### config.mk
export PLATFORM = sky130hd
export DESIGN_NAME = mandelbrot_escape_counter
export DESIGN_NICKNAME = d
export VERILOG_FILES = /design/src/hw/rtl/mbc_pkg.sv /design/src/hw/rtl/mbc_divider.sv /design/src/hw/rtl/mbc_mac.sv /design/src/hw/rtl/mandelbrot_escape_counter.sv
export SDC_FILE = /design/constraint.sdc
export NUM_CORES = 2
export LEC_CHECK = 0
export ABC_AREA = 1
export BUFFER_PORTS_ARGS = -buffer_cell sky130_fd_sc_hd__buf_2
export CELL_PAD_IN_SITES_DETAIL_PLACEMENT = 0
export CELL_PAD_IN_SITES_GLOBAL_PLACEMENT = 1
export CORE_ASPECT_RATIO = 0.75
export CORE_MARGIN = 3
export CORE_UTILIZATION = 42
export CTS_CLUSTER_DIAMETER = 30
export CTS_CLUSTER_SIZE = 14
export DETAILED_ROUTE_END_ITERATION = 10
export PLACE_DENSITY = 0.73
export SYNTH_ARGS = -nofsm -noshare
export SYNTH_HDL_FRONTEND = slang
export SYNTH_SLANG_ARGS = --single-unit
### constraint.sdc
create_clock -name clk -period 11.1 [get_ports clk]
set_input_delay 0.555 -clock clk [delete_from_list [all_inputs] [get_ports clk]]
set_output_delay 0.555 -clock clk [all_outputs]
set_load 0.05 [all_outputs]
### src/hw/rtl/mbc_pkg.sv
package mbc_pkg;

  // Widths fixed by the interface.
  localparam int COORD_BITS = 12;
  localparam int COUNT_BITS = 14;
  localparam int DIM_BITS = 13;
  localparam int LIMIT_BITS = 14;
  localparam int CFG_DATA_BITS = 14;
  localparam int CFG_INDEX_BITS = 2;

  // Default fraction width of the fixed-point words.
  localparam int FRAC_BITS_DEFAULT = 26;

  // Register indexes of the configuration port.
  localparam logic [CFG_INDEX_BITS-1:0] REG_IMAGE_WIDTH = 2'd0;
  localparam logic [CFG_INDEX_BITS-1:0] REG_IMAGE_HEIGHT = 2'd1;
  localparam logic [CFG_INDEX_BITS-1:0] REG_ITERATION_LIMIT = 2'd2;

  // Register values after reset.
  localparam logic [DIM_BITS-1:0] IMAGE_WIDTH_RESET = 13'd1024;
  localparam logic [DIM_BITS-1:0] IMAGE_HEIGHT_RESET = 13'd1024;
  localparam logic [LIMIT_BITS-1:0] ITERATION_LIMIT_RESET = 14'd10000;

  // One request: a pixel position.
  typedef struct packed {
    logic [COORD_BITS-1:0] pixel_x;
    logic [COORD_BITS-1:0] pixel_y;
  } pixel_t;

  // One result: iterations done and the escape flag.
  typedef struct packed {
    logic [COUNT_BITS-1:0] iteration_count;
    logic                  escaped;
  } result_t;

endpackage

### src/hw/rtl/mbc_divider.sv
module mbc_divider #(
  parameter int NUM_BITS = 40,
  parameter int DEN_BITS = 13
) (
  input  logic                clk,
  input  logic                rst,
  input  logic                load,
  input  logic [NUM_BITS-1:0] numer,
  input  logic [DEN_BITS-1:0] denom,
  output logic [NUM_BITS-1:0] quotient,
  output logic                done
);

  localparam int CNT_BITS = $clog2(NUM_BITS + 1);

  logic [DEN_BITS-1:0] rem;
  logic [NUM_BITS-1:0] quo;
  logic [DEN_BITS-1:0] den;
  logic [CNT_BITS-1:0] cnt;
  logic [DEN_BITS:0]   trial;
  logic [DEN_BITS:0]   diff;
  logic                fits;

  // Restoring division: one quotient bit per cycle, numerator bits shift in from the top.
  assign trial = {rem, quo[NUM_BITS-1]};
  assign diff = trial - {1'b0, den};
  assign fits = (trial >= {1'b0, den});
  assign quotient = quo;

  // Step counter and completion strobe.
  always_ff @(posedge clk) begin
    if (rst) begin
      cnt <= '0;
      done <= 1'b0;
    end else begin
      done <= 1'b0;
      if (load) begin
        cnt <= CNT_BITS'(NUM_BITS);
      end else if (cnt != '0) begin
        cnt <= cnt - 1'b1;
        done <= (cnt == CNT_BITS'(1));
      end
    end
  end

  // Partial remainder and quotient shift register.
  always_ff @(posedge clk) begin
    if (load) begin
      rem <= '0;
      quo <= numer;
      den <= denom;
    end else if (cnt != '0) begin
      rem <= fits ? diff[DEN_BITS-1:0] : trial[DEN_BITS-1:0];
      quo <= {quo[NUM_BITS-2:0], fits};
    end
  end

endmodule

### src/hw/rtl/mbc_mac.sv
module mbc_mac #(
  parameter int A_BITS = 28,
  parameter int B_BITS = 14
) (
  input  logic                  clk,
  input  logic [A_BITS-1:0]     a,
  input  logic [B_BITS-1:0]     b,
  input  logic                  upper,
  output logic [2*A_BITS-1:0]   acc
);

  localparam int ACC_BITS = 2 * A_BITS;

  logic [A_BITS+B_BITS-1:0] prod;
  logic [ACC_BITS-1:0]      part;

  // One narrow multiply per cycle; a full product takes a lower and an upper half of b.
  assign prod = a * b;
  assign part = upper ? (ACC_BITS'(prod) << B_BITS) : ACC_BITS'(prod);

  // The lower half loads the accumulator, the upper half adds onto it.
  always_ff @(posedge clk) begin
    acc <= (upper ? acc : '0) + part;
  end

endmodule

### src/hw/rtl/mandelbrot_escape_counter.sv
// Throughput: one request at a time; the next start is taken once busy is low.
// Coordinate mapping runs on a bit-serial divider, each iteration on a shared half-width
// multiply-accumulate unit. The receiver cannot stall: done is a one-cycle strobe.
// Reset is synchronous and active high; it returns to idle and reloads the register defaults.
module mandelbrot_escape_counter #(
  parameter int FRAC_BITS = mbc_pkg::FRAC_BITS_DEFAULT
) (
  input  logic                              clk,
  input  logic                              rst,
  input  logic                              start,
  output logic                              busy,
  input  mbc_pkg::pixel_t                   pixel,
  output logic                              done,
  output mbc_pkg::result_t                  result,
  input  logic                              wr_en,
  input  logic [mbc_pkg::CFG_INDEX_BITS-1:0] wr_index,
  input  logic [mbc_pkg::CFG_DATA_BITS-1:0]  wr_data
);

  localparam int CB = mbc_pkg::COORD_BITS;
  localparam int DB = mbc_pkg::DIM_BITS;
  localparam int W = FRAC_BITS + 6;
  localparam int MB = FRAC_BITS + 2;
  localparam int H = (MB + 1) / 2;
  localparam int AW = 2 * MB;
  localparam int NB = CB + FRAC_BITS + 2;
  localparam int SW = (NB + 1 > W + 3) ? NB + 1 : W + 3;
  localparam int SQ_BITS = FRAC_BITS + 3;
  localparam int SUM_BITS = SQ_BITS + 1;

  localparam logic signed [SW-1:0] WMAX = {{(SW-W+1){1'b0}}, {(W-1){1'b1}}};
  localparam logic signed [SW-1:0] WMIN = {{(SW-W+1){1'b1}}, {(W-1){1'b0}}};
  localparam logic signed [SW-1:0] CX_OFFSET = SW'(5) << (FRAC_BITS - 1);
  localparam logic signed [SW-1:0] CY_OFFSET = SW'(1) << FRAC_BITS;
  localparam logic [W-1:0] TWO_FX = W'(1) << (FRAC_BITS + 1);
  localparam logic [SUM_BITS-1:0] FOUR_FX = SUM_BITS'(1) << (FRAC_BITS + 2);

  localparam logic [3:0] S_IDLE = 4'd0;
  localparam logic [3:0] S_DIVX = 4'd1;
  localparam logic [3:0] S_DIVY = 4'd2;
  localparam logic [3:0] S_TEST = 4'd3;
  localparam logic [3:0] S_SQX0 = 4'd4;
  localparam logic [3:0] S_SQX1 = 4'd5;
  localparam logic [3:0] S_SQY0 = 4'd6;
  localparam logic [3:0] S_SQY1 = 4'd7;
  localparam logic [3:0] S_XY0 = 4'd8;
  localparam logic [3:0] S_XY1 = 4'd9;
  localparam logic [3:0] S_UPD = 4'd10;

  function automatic logic signed [W-1:0] sat_word(input logic signed [SW-1:0] v);
    if (v > WMAX) begin
      return WMAX[W-1:0];
    end else if (v < WMIN) begin
      return WMIN[W-1:0];
    end
    return v[W-1:0];
  endfunction

  logic [3:0]                      state;
  logic [DB-1:0]                   image_width;
  logic [DB-1:0]                   image_height;
  logic [mbc_pkg::LIMIT_BITS-1:0]  iteration_limit;
  logic [CB-1:0]                   row;
  logic signed [W-1:0]             cx;
  logic signed [W-1:0]             cy;
  logic signed [W-1:0]             zx;
  logic signed [W-1:0]             zy;
  logic [SQ_BITS-1:0]              sx;
  logic [SQ_BITS-1:0]              sy;
  logic [mbc_pkg::COUNT_BITS-1:0]  count;

  logic                            div_load;
  logic [NB-1:0]                   div_numer;
  logic [DB-1:0]                   div_denom;
  logic [NB-1:0]                   div_quot;
  logic                            div_done;
  logic [CB+2:0]                   x_times7;
  logic signed [SW-1:0]            q_ext;

  logic [W-1:0]                    magx;
  logic [W-1:0]                    magy;
  logic [MB-1:0]                   op_a;
  logic [MB-1:0]                   op_b;
  logic [H-1:0]                    mac_b;
  logic                            mac_upper;
  logic [AW-1:0]                   acc;
  logic [SQ_BITS-1:0]              acc_sq;
  logic [SUM_BITS-1:0]             mag_sum;
  logic signed [AW:0]              xy_full;
  logic signed [AW:0]              xy_shift;
  logic signed [SW-1:0]            xy_ext;
  logic signed [SW-1:0]            sx_ext;
  logic signed [SW-1:0]            sy_ext;
  logic signed [SW-1:0]            nx_sum;
  logic signed [SW-1:0]            ny_sum;

  assign busy = (state != S_IDLE);

  // Configuration registers.
  always_ff @(posedge clk) begin
    if (rst) begin
      image_width <= mbc_pkg::IMAGE_WIDTH_RESET;
      image_height <= mbc_pkg::IMAGE_HEIGHT_RESET;
      iteration_limit <= mbc_pkg::ITERATION_LIMIT_RESET;
    end else if (wr_en) begin
      case (wr_index)
        mbc_pkg::REG_IMAGE_WIDTH: image_width <= wr_data[DB-1:0];
        mbc_pkg::REG_IMAGE_HEIGHT: image_height <= wr_data[DB-1:0];
        mbc_pkg::REG_ITERATION_LIMIT: iteration_limit <= wr_data[mbc_pkg::LIMIT_BITS-1:0];
        default: ;
      endcase
    end
  end

  // Mapping numerators: 3.5*x and 2*y scaled to the fraction, divided by the picture size.
  // A zero size divides as one.
  assign x_times7 = {pixel.pixel_x, 3'b000} - {3'b000, pixel.pixel_x};
  assign div_load = (start && !busy) || (state == S_DIVX && div_done);
  assign div_numer = (state == S_IDLE) ? {x_times7, {(FRAC_BITS-1){1'b0}}}
                                       : {1'b0, row, {(FRAC_BITS+1){1'b0}}};
  assign div_denom = (state == S_IDLE)
                     ? ((image_width == '0) ? DB'(1) : image_width)
                     : ((image_height == '0) ? DB'(1) : image_height);
  assign q_ext = SW'(div_quot);

  mbc_divider #(
    .NUM_BITS(NB),
    .DEN_BITS(DB)
  ) u_divider (
    .clk(clk),
    .rst(rst),
    .load(div_load),
    .numer(div_numer),
    .denom(div_denom),
    .quotient(div_quot),
    .done(div_done)
  );

  // Magnitudes of z; the escape test keeps them within MB bits before any multiply.
  assign magx = zx[W-1] ? ~zx + 1'b1 : zx;
  assign magy = zy[W-1] ? ~zy + 1'b1 : zy;

  // Operand selection for the shared multiply-accumulate unit.
  always_comb begin
    case (state)
      S_SQY0, S_SQY1: begin
        op_a = magy[MB-1:0];
        op_b = magy[MB-1:0];
      end
      S_XY0, S_XY1: begin
        op_a = magx[MB-1:0];
        op_b = magy[MB-1:0];
      end
      default: begin
        op_a = magx[MB-1:0];
        op_b = magx[MB-1:0];
      end
    endcase
  end

  assign mac_upper = (state == S_SQX1) || (state == S_SQY1) || (state == S_XY1);
  assign mac_b = mac_upper ? H'(op_b[MB-1:H]) : op_b[H-1:0];

  mbc_mac #(
    .A_BITS(MB),
    .B_BITS(H)
  ) u_mac (
    .clk(clk),
    .a(op_a),
    .b(mac_b),
    .upper(mac_upper),
    .acc(acc)
  );

  // Squares shifted down by the fraction, and the |z|^2 escape test.
  assign acc_sq = acc[FRAC_BITS +: SQ_BITS];
  assign mag_sum = SUM_BITS'(sx) + SUM_BITS'(acc_sq);

  // Cross term 2*zx*zy: signed product, floor shift by one less than the fraction.
  assign xy_full = (zx[W-1] ^ zy[W-1]) ? -$signed({1'b0, acc}) : $signed({1'b0, acc});
  assign xy_shift = xy_full >>> (FRAC_BITS - 1);
  assign xy_ext = SW'(xy_shift);
  assign sx_ext = SW'(sx);
  assign sy_ext = SW'(sy);
  assign nx_sum = sx_ext - sy_ext + SW'(cx);
  assign ny_sum = xy_ext + SW'(cy);

  // Sequencer: map the pixel, then run one iteration after another until escape or the limit.
  always_ff @(posedge clk) begin
    if (rst) begin
      state <= S_IDLE;
      done <= 1'b0;
    end else begin
      done <= 1'b0;
      case (state)
        S_IDLE: begin
          if (start) begin
            row <= pixel.pixel_y;
            state <= S_DIVX;
          end
        end
        S_DIVX: begin
          if (div_done) begin
            cx <= sat_word(q_ext - CX_OFFSET);
            state <= S_DIVY;
          end
        end
        S_DIVY: begin
          if (div_done) begin
            cy <= sat_word(q_ext - CY_OFFSET);
            zx <= '0;
            zy <= '0;
            count <= '0;
            state <= S_TEST;
          end
        end
        S_TEST: begin
          if (count >= iteration_limit) begin
            result.iteration_count <= count;
            result.escaped <= 1'b0;
            done <= 1'b1;
            state <= S_IDLE;
          end else if (magx > TWO_FX || magy > TWO_FX) begin
            result.iteration_count <= count;
            result.escaped <= 1'b1;
            done <= 1'b1;
            state <= S_IDLE;
          end else begin
            state <= S_SQX0;
          end
        end
        S_SQX0: state <= S_SQX1;
        S_SQX1: state <= S_SQY0;
        S_SQY0: begin
          sx <= acc_sq;
          state <= S_SQY1;
        end
        S_SQY1: state <= S_XY0;
        S_XY0: begin
          sy <= acc_sq;
          if (mag_sum > FOUR_FX) begin
            result.iteration_count <= count;
            result.escaped <= 1'b1;
            done <= 1'b1;
            state <= S_IDLE;
          end else begin
            state <= S_XY1;
          end
        end
        S_XY1: state <= S_UPD;
        S_UPD: begin
          zx <= sat_word(nx_sum);
          zy <= sat_word(ny_sum);
          count <= count + 1'b1;
          state <= S_TEST;
        end
        default: state <= S_IDLE;
      endcase
    end
  end

  // The divider only finishes while the sequencer waits for it.
  assert property (@(posedge clk) disable iff (rst)
    div_done |-> (state == S_DIVX || state == S_DIVY))
    else $error("divider finished outside the mapping phase");

  // An accepted request always starts the real-axis division.
  assert property (@(posedge clk) disable iff (rst)
    (start && !busy) |=> (state == S_DIVX && !busy == 1'b0))
    else $error("accepted request did not start the mapping");

  // The iteration count never passes the limit while iterating.
  assert property (@(posedge clk) disable iff (rst)
    (state != S_IDLE && state != S_DIVX && state != S_DIVY) |-> (count <= iteration_limit))
    else $error("iteration count passed the limit");

  // An escaped result always lies below the limit.
  assert property (@(posedge clk) disable iff (rst)
    (done && result.escaped) |-> (result.iteration_count < iteration_limit))
    else $error("escape reported at or beyond the limit");

  // A result appears only as the sequencer returns to idle.
  assert property (@(posedge clk) disable iff (rst)
    done |-> (state == S_IDLE && $past(state) != S_IDLE))
    else $error("result strobe without a finished request");

endmodule

==> flow_metrics.py <==
metrics = {
    "layout": {
        "layout_commonest_cell": "nand2_1",
        "regArea_um2": 10800,
        "fillers": 10461,
        "multi_input_area_um2": 28300,
        "diodes": 0,
        "mostFrequentLayoutCells": "1285 x nand2_1, 1060 x inv_1, 739 x nor2_1, 403 x a21oi_1, 330 x o21ai_0",
        "fin_cells": 7476,
        "area_growth_pct": 11.4,
        "layout-drive-gt1-share_pct": 6.01,
        "layout.nets": 6744,
    },
    "floorplanning": {
        "core-area_um2": 102000,
        "dieArea_um2": 108000,
        "initial_core_util_pct": 42.7,
        "rows": 101,
        "io_pins": 61,
        "fp.dieH_um": 285,
        "die_w_um": 378,
    },
    "logic_synthesis": {
        "synth_seq_cells": 401,
        "synth_cell_type_count": 62,
        "synth_largest_area_cell": "edfxtp_1",
        "syn_nets": 6662,
        "postSynthAreaPerCell_um2": 7.31,
        "synthArstFlopShare_pct": 0,
        "syn_area_um2": 43700,
        "yosys-top-cells-area": "edfxtp_1 19%, fa_1 14%, nand2_1 11%, ha_1 9.3%, inv_1 9.1%",
        "synth_edf_count": 281,
        "ys.flop_type": "edfxtp_1",
        "synth_top_area_share_pct": 19.3,
        "synthCells": 5980,
        "yosysSeqAreaShare_pct": 24.8,
        "yosysWarnings": 0,
    },
    "grt": {
        "grt_max_degree": 79,
        "first_global_vias": 38124,
        "overflow": 0,
        "use_met1_pct": 45.2,
        "grt_use_met3_pct": 7.44,
        "antenna_found_initial": 1,
        "busiest_layer": "met1",
        "grt_usage_pct": 27.9,
        "grt_pass1_wl_mm": 231,
        "grt_util_met2_pct": 36.0,
    },
    "clock_tree": {
        "clkSinkCount": 401,
        "post_cts_buffers": 0,
        "clkTransAtPathRegs_ns": 0.05,
        "cts_made_buffers": 88,
        "cts_tree": "built",
        "clock-root-buffer": "clkbuf_16",
        "clock_path_buffers": 3,
        "htree_levels": 3,
        "clk_latency_ns": 0.69,
    },
    "pwr": {
        "p_leak_nw": 22.9,
        "power_density_nw_per_um2": 122,
        "ir_drop_uv": 140,
    },
    "drt": {
        "via_per_inst": 5.28,
        "first_pass_iters": 6,
        "drt_iter0_drc": 3838,
        "num_vias": 39443,
        "drc_errors": 0,
        "routedWlPerCell_um": 20.2,
        "routed_wl_mm": 151,
        "drtAntennaViolNets": 0,
    },
    "worst_setup_path": {
        "path_class": "flop to flop",
        "crit_fanout": 11,
        "r2r-end": "u_mac.acc[38]",
        "r2r_start": "zx[0]",
        "cp-end-kind": "flop",
        "critPathMaxStageDelay_ns": 0.59,
        "r2r_cells": 41,
        "reg2reg_setup_slack_ns": 0.65,
        "critPathMostFrequentCell": "inv_1",
        "cp_slowest_cell": "fa_1",
        "critPathLaunchType": "flop",
        "cp.required_ns": 11.63,
        "arrival_ns": 10.98,
    },
    "timing": {
        "rsz0062_at_grt": "no",
        "slew_headroom_pct": 19.9,
        "period_minus_slack_ns": 10.45,
        "finalCritPeriodShare_pct": 94.1,
        "finalHoldViolCount": 0,
        "clock_skew_ns": 0.0597,
        "tightest_slew_ns": 1.20,
        "setup_viol": 0,
        "setup_tns_ns": 0,
        "final-max-slew-violation-count": 0,
        "max_freq_mhz": 95.7,
    },
    "worst_hold_path": {
        "hold_start": "pixel[6]",
        "hold_end": "row[6]",
        "hold_class": "input port to flop",
        "hold_depth": 1,
    },
    "placement": {
        "io_buffers": 60,
        "dpl.cell_count": 7311,
        "place_hpwl_mm": 123,
        "place.gp.congestion": 0.956,
    },
    "run": {
        "maxCapViolCount": 0,
    },
    "status": {
        "status": "complete, no violations",
    },
}
synth_stat cells, types with 22 or more instances:
cell type	n
o21ai_0	331
ha_1	324
xnor2_1	81
nand3_1	184
xor2_1	179
o21ai_1	58
o21a_1	22
clkbuf_1	91
nand3b_1	24
fa_1	314
a31oi_1	46
o211ai_1	44
nor2_1	743
nand2_1	1290
nand4_1	60
edfxtp_1	281
buf_2	28
a21oi_1	404
nor3_1	73
dfxtp_1	120
nor4_1	31
inv_1	1061
repair_timing:
| action | CTS | global route |
|---|---|---|
| gates resized for setup | 0 | 11 |
| endpoints found under the setup margin | 0 | 21 |
| hold buffers | 0 | 0 |
power breakdown:
part / leakage [nW] / internal (mW) / total [mW] / switching (mW)
Sequential: 3.76 / 1.83 / 1.97 / 0.144
Clock: 1.43 / 1.61 / 2.60 / 0.987
Combinational: 17.7 / 0.430 / 1.36 / 0.927
Total: 22.9 / 3.87 / 5.93 / 2.06
how the worst max path moves through the flow:
| stage | cells after the start | from | end |
|---|---|---|---|
| final | 41 | zx[0] | u_mac.acc[38] |
| after global routing | 44 | zx[0] | u_mac.acc[54] |
| after CTS | 40 | zx[0] | u_mac.acc[38] |
| after detailed placement | 40 | zx[0] | u_mac.acc[38] |
| after global placement | 40 | zx[0] | u_mac.acc[38] |
| after floorplan | 43 | zx[0] | u_mac.acc[55] |
routing by layer:
layer / wire, µm / part of all wire, %
met5: 0 / 0
met4: 3020 / 2.0
met3: 14600 / 9.7
met2: 55700 / 37
met1: 77800 / 51
cell families (layout without fill, tap and decap cells):
kind of cell | after synthesis | after routing | share of synthesized area, %
flip-flops | 401 | 401 | 24.8
AO/OA/AOI/OAI | 1004 | 1004 | 12.7
XOR/XNOR | 260 | 260 | 5.21
adder cells (fa/ha/maj) | 638 | 638 | 23.7
AND/OR/NAND/NOR | 2450 | 2450 | 22.8
buffers and inverters | 1222 | 1379 | 10.6
other | 1 | 1 | 0.00858
multiplexers | 4 | 4 | 0.0916
layout make-up:
cell class	instances	area share, %
multi-input cells	4357	58.1
well taps	1339	3.44
clock inverters	65	1.42
clock buffers	100	4.68
repair buffers	130	1.72
flip-flops and latches	401	22.3
inverters	1084	8.36
worst max-delay path: cells and delay by family (launching register included):
kind | cells | cell delay [ns]
AOI/OAI and AO/OA | 14 | 2.88
and+or+nand+nor | 7 | 1.22
xor gates and xnor gates | 3 | 0.68
DFF | 1 | 0.38
buffers and inverters | 8 | 0.80
adders and majority gates | 9 | 4.34
flip-flops by register name, summed over array words and instances (netlist names), 29 cells and up, named ones only:
name                cells
u_mac.acc              55
u_divider.quotient     40
cx                     32
cy                     32
zx                     32
zy                     32
sx                     29
sy                     29
stage by stage:
step	instance area [µm²]	hold WS (ns)	utilization [%]	setup WS (ns)	power (mW)
after global placement	45700	0.453	44.7	0.194	3.33
after global routing	48700	0.0232	47.6	0.00776	6.26
final	48700	0.0503	47.6	0.655	5.93
after floorplan	43700	0.435	-	2.44	2.93
after detailed placement	45700	0.461	44.7	0.259	3.33
after CTS	48700	0.00342	47.6	0.256	5.96
No activity file was read; power rests on OpenSTA's default activity.
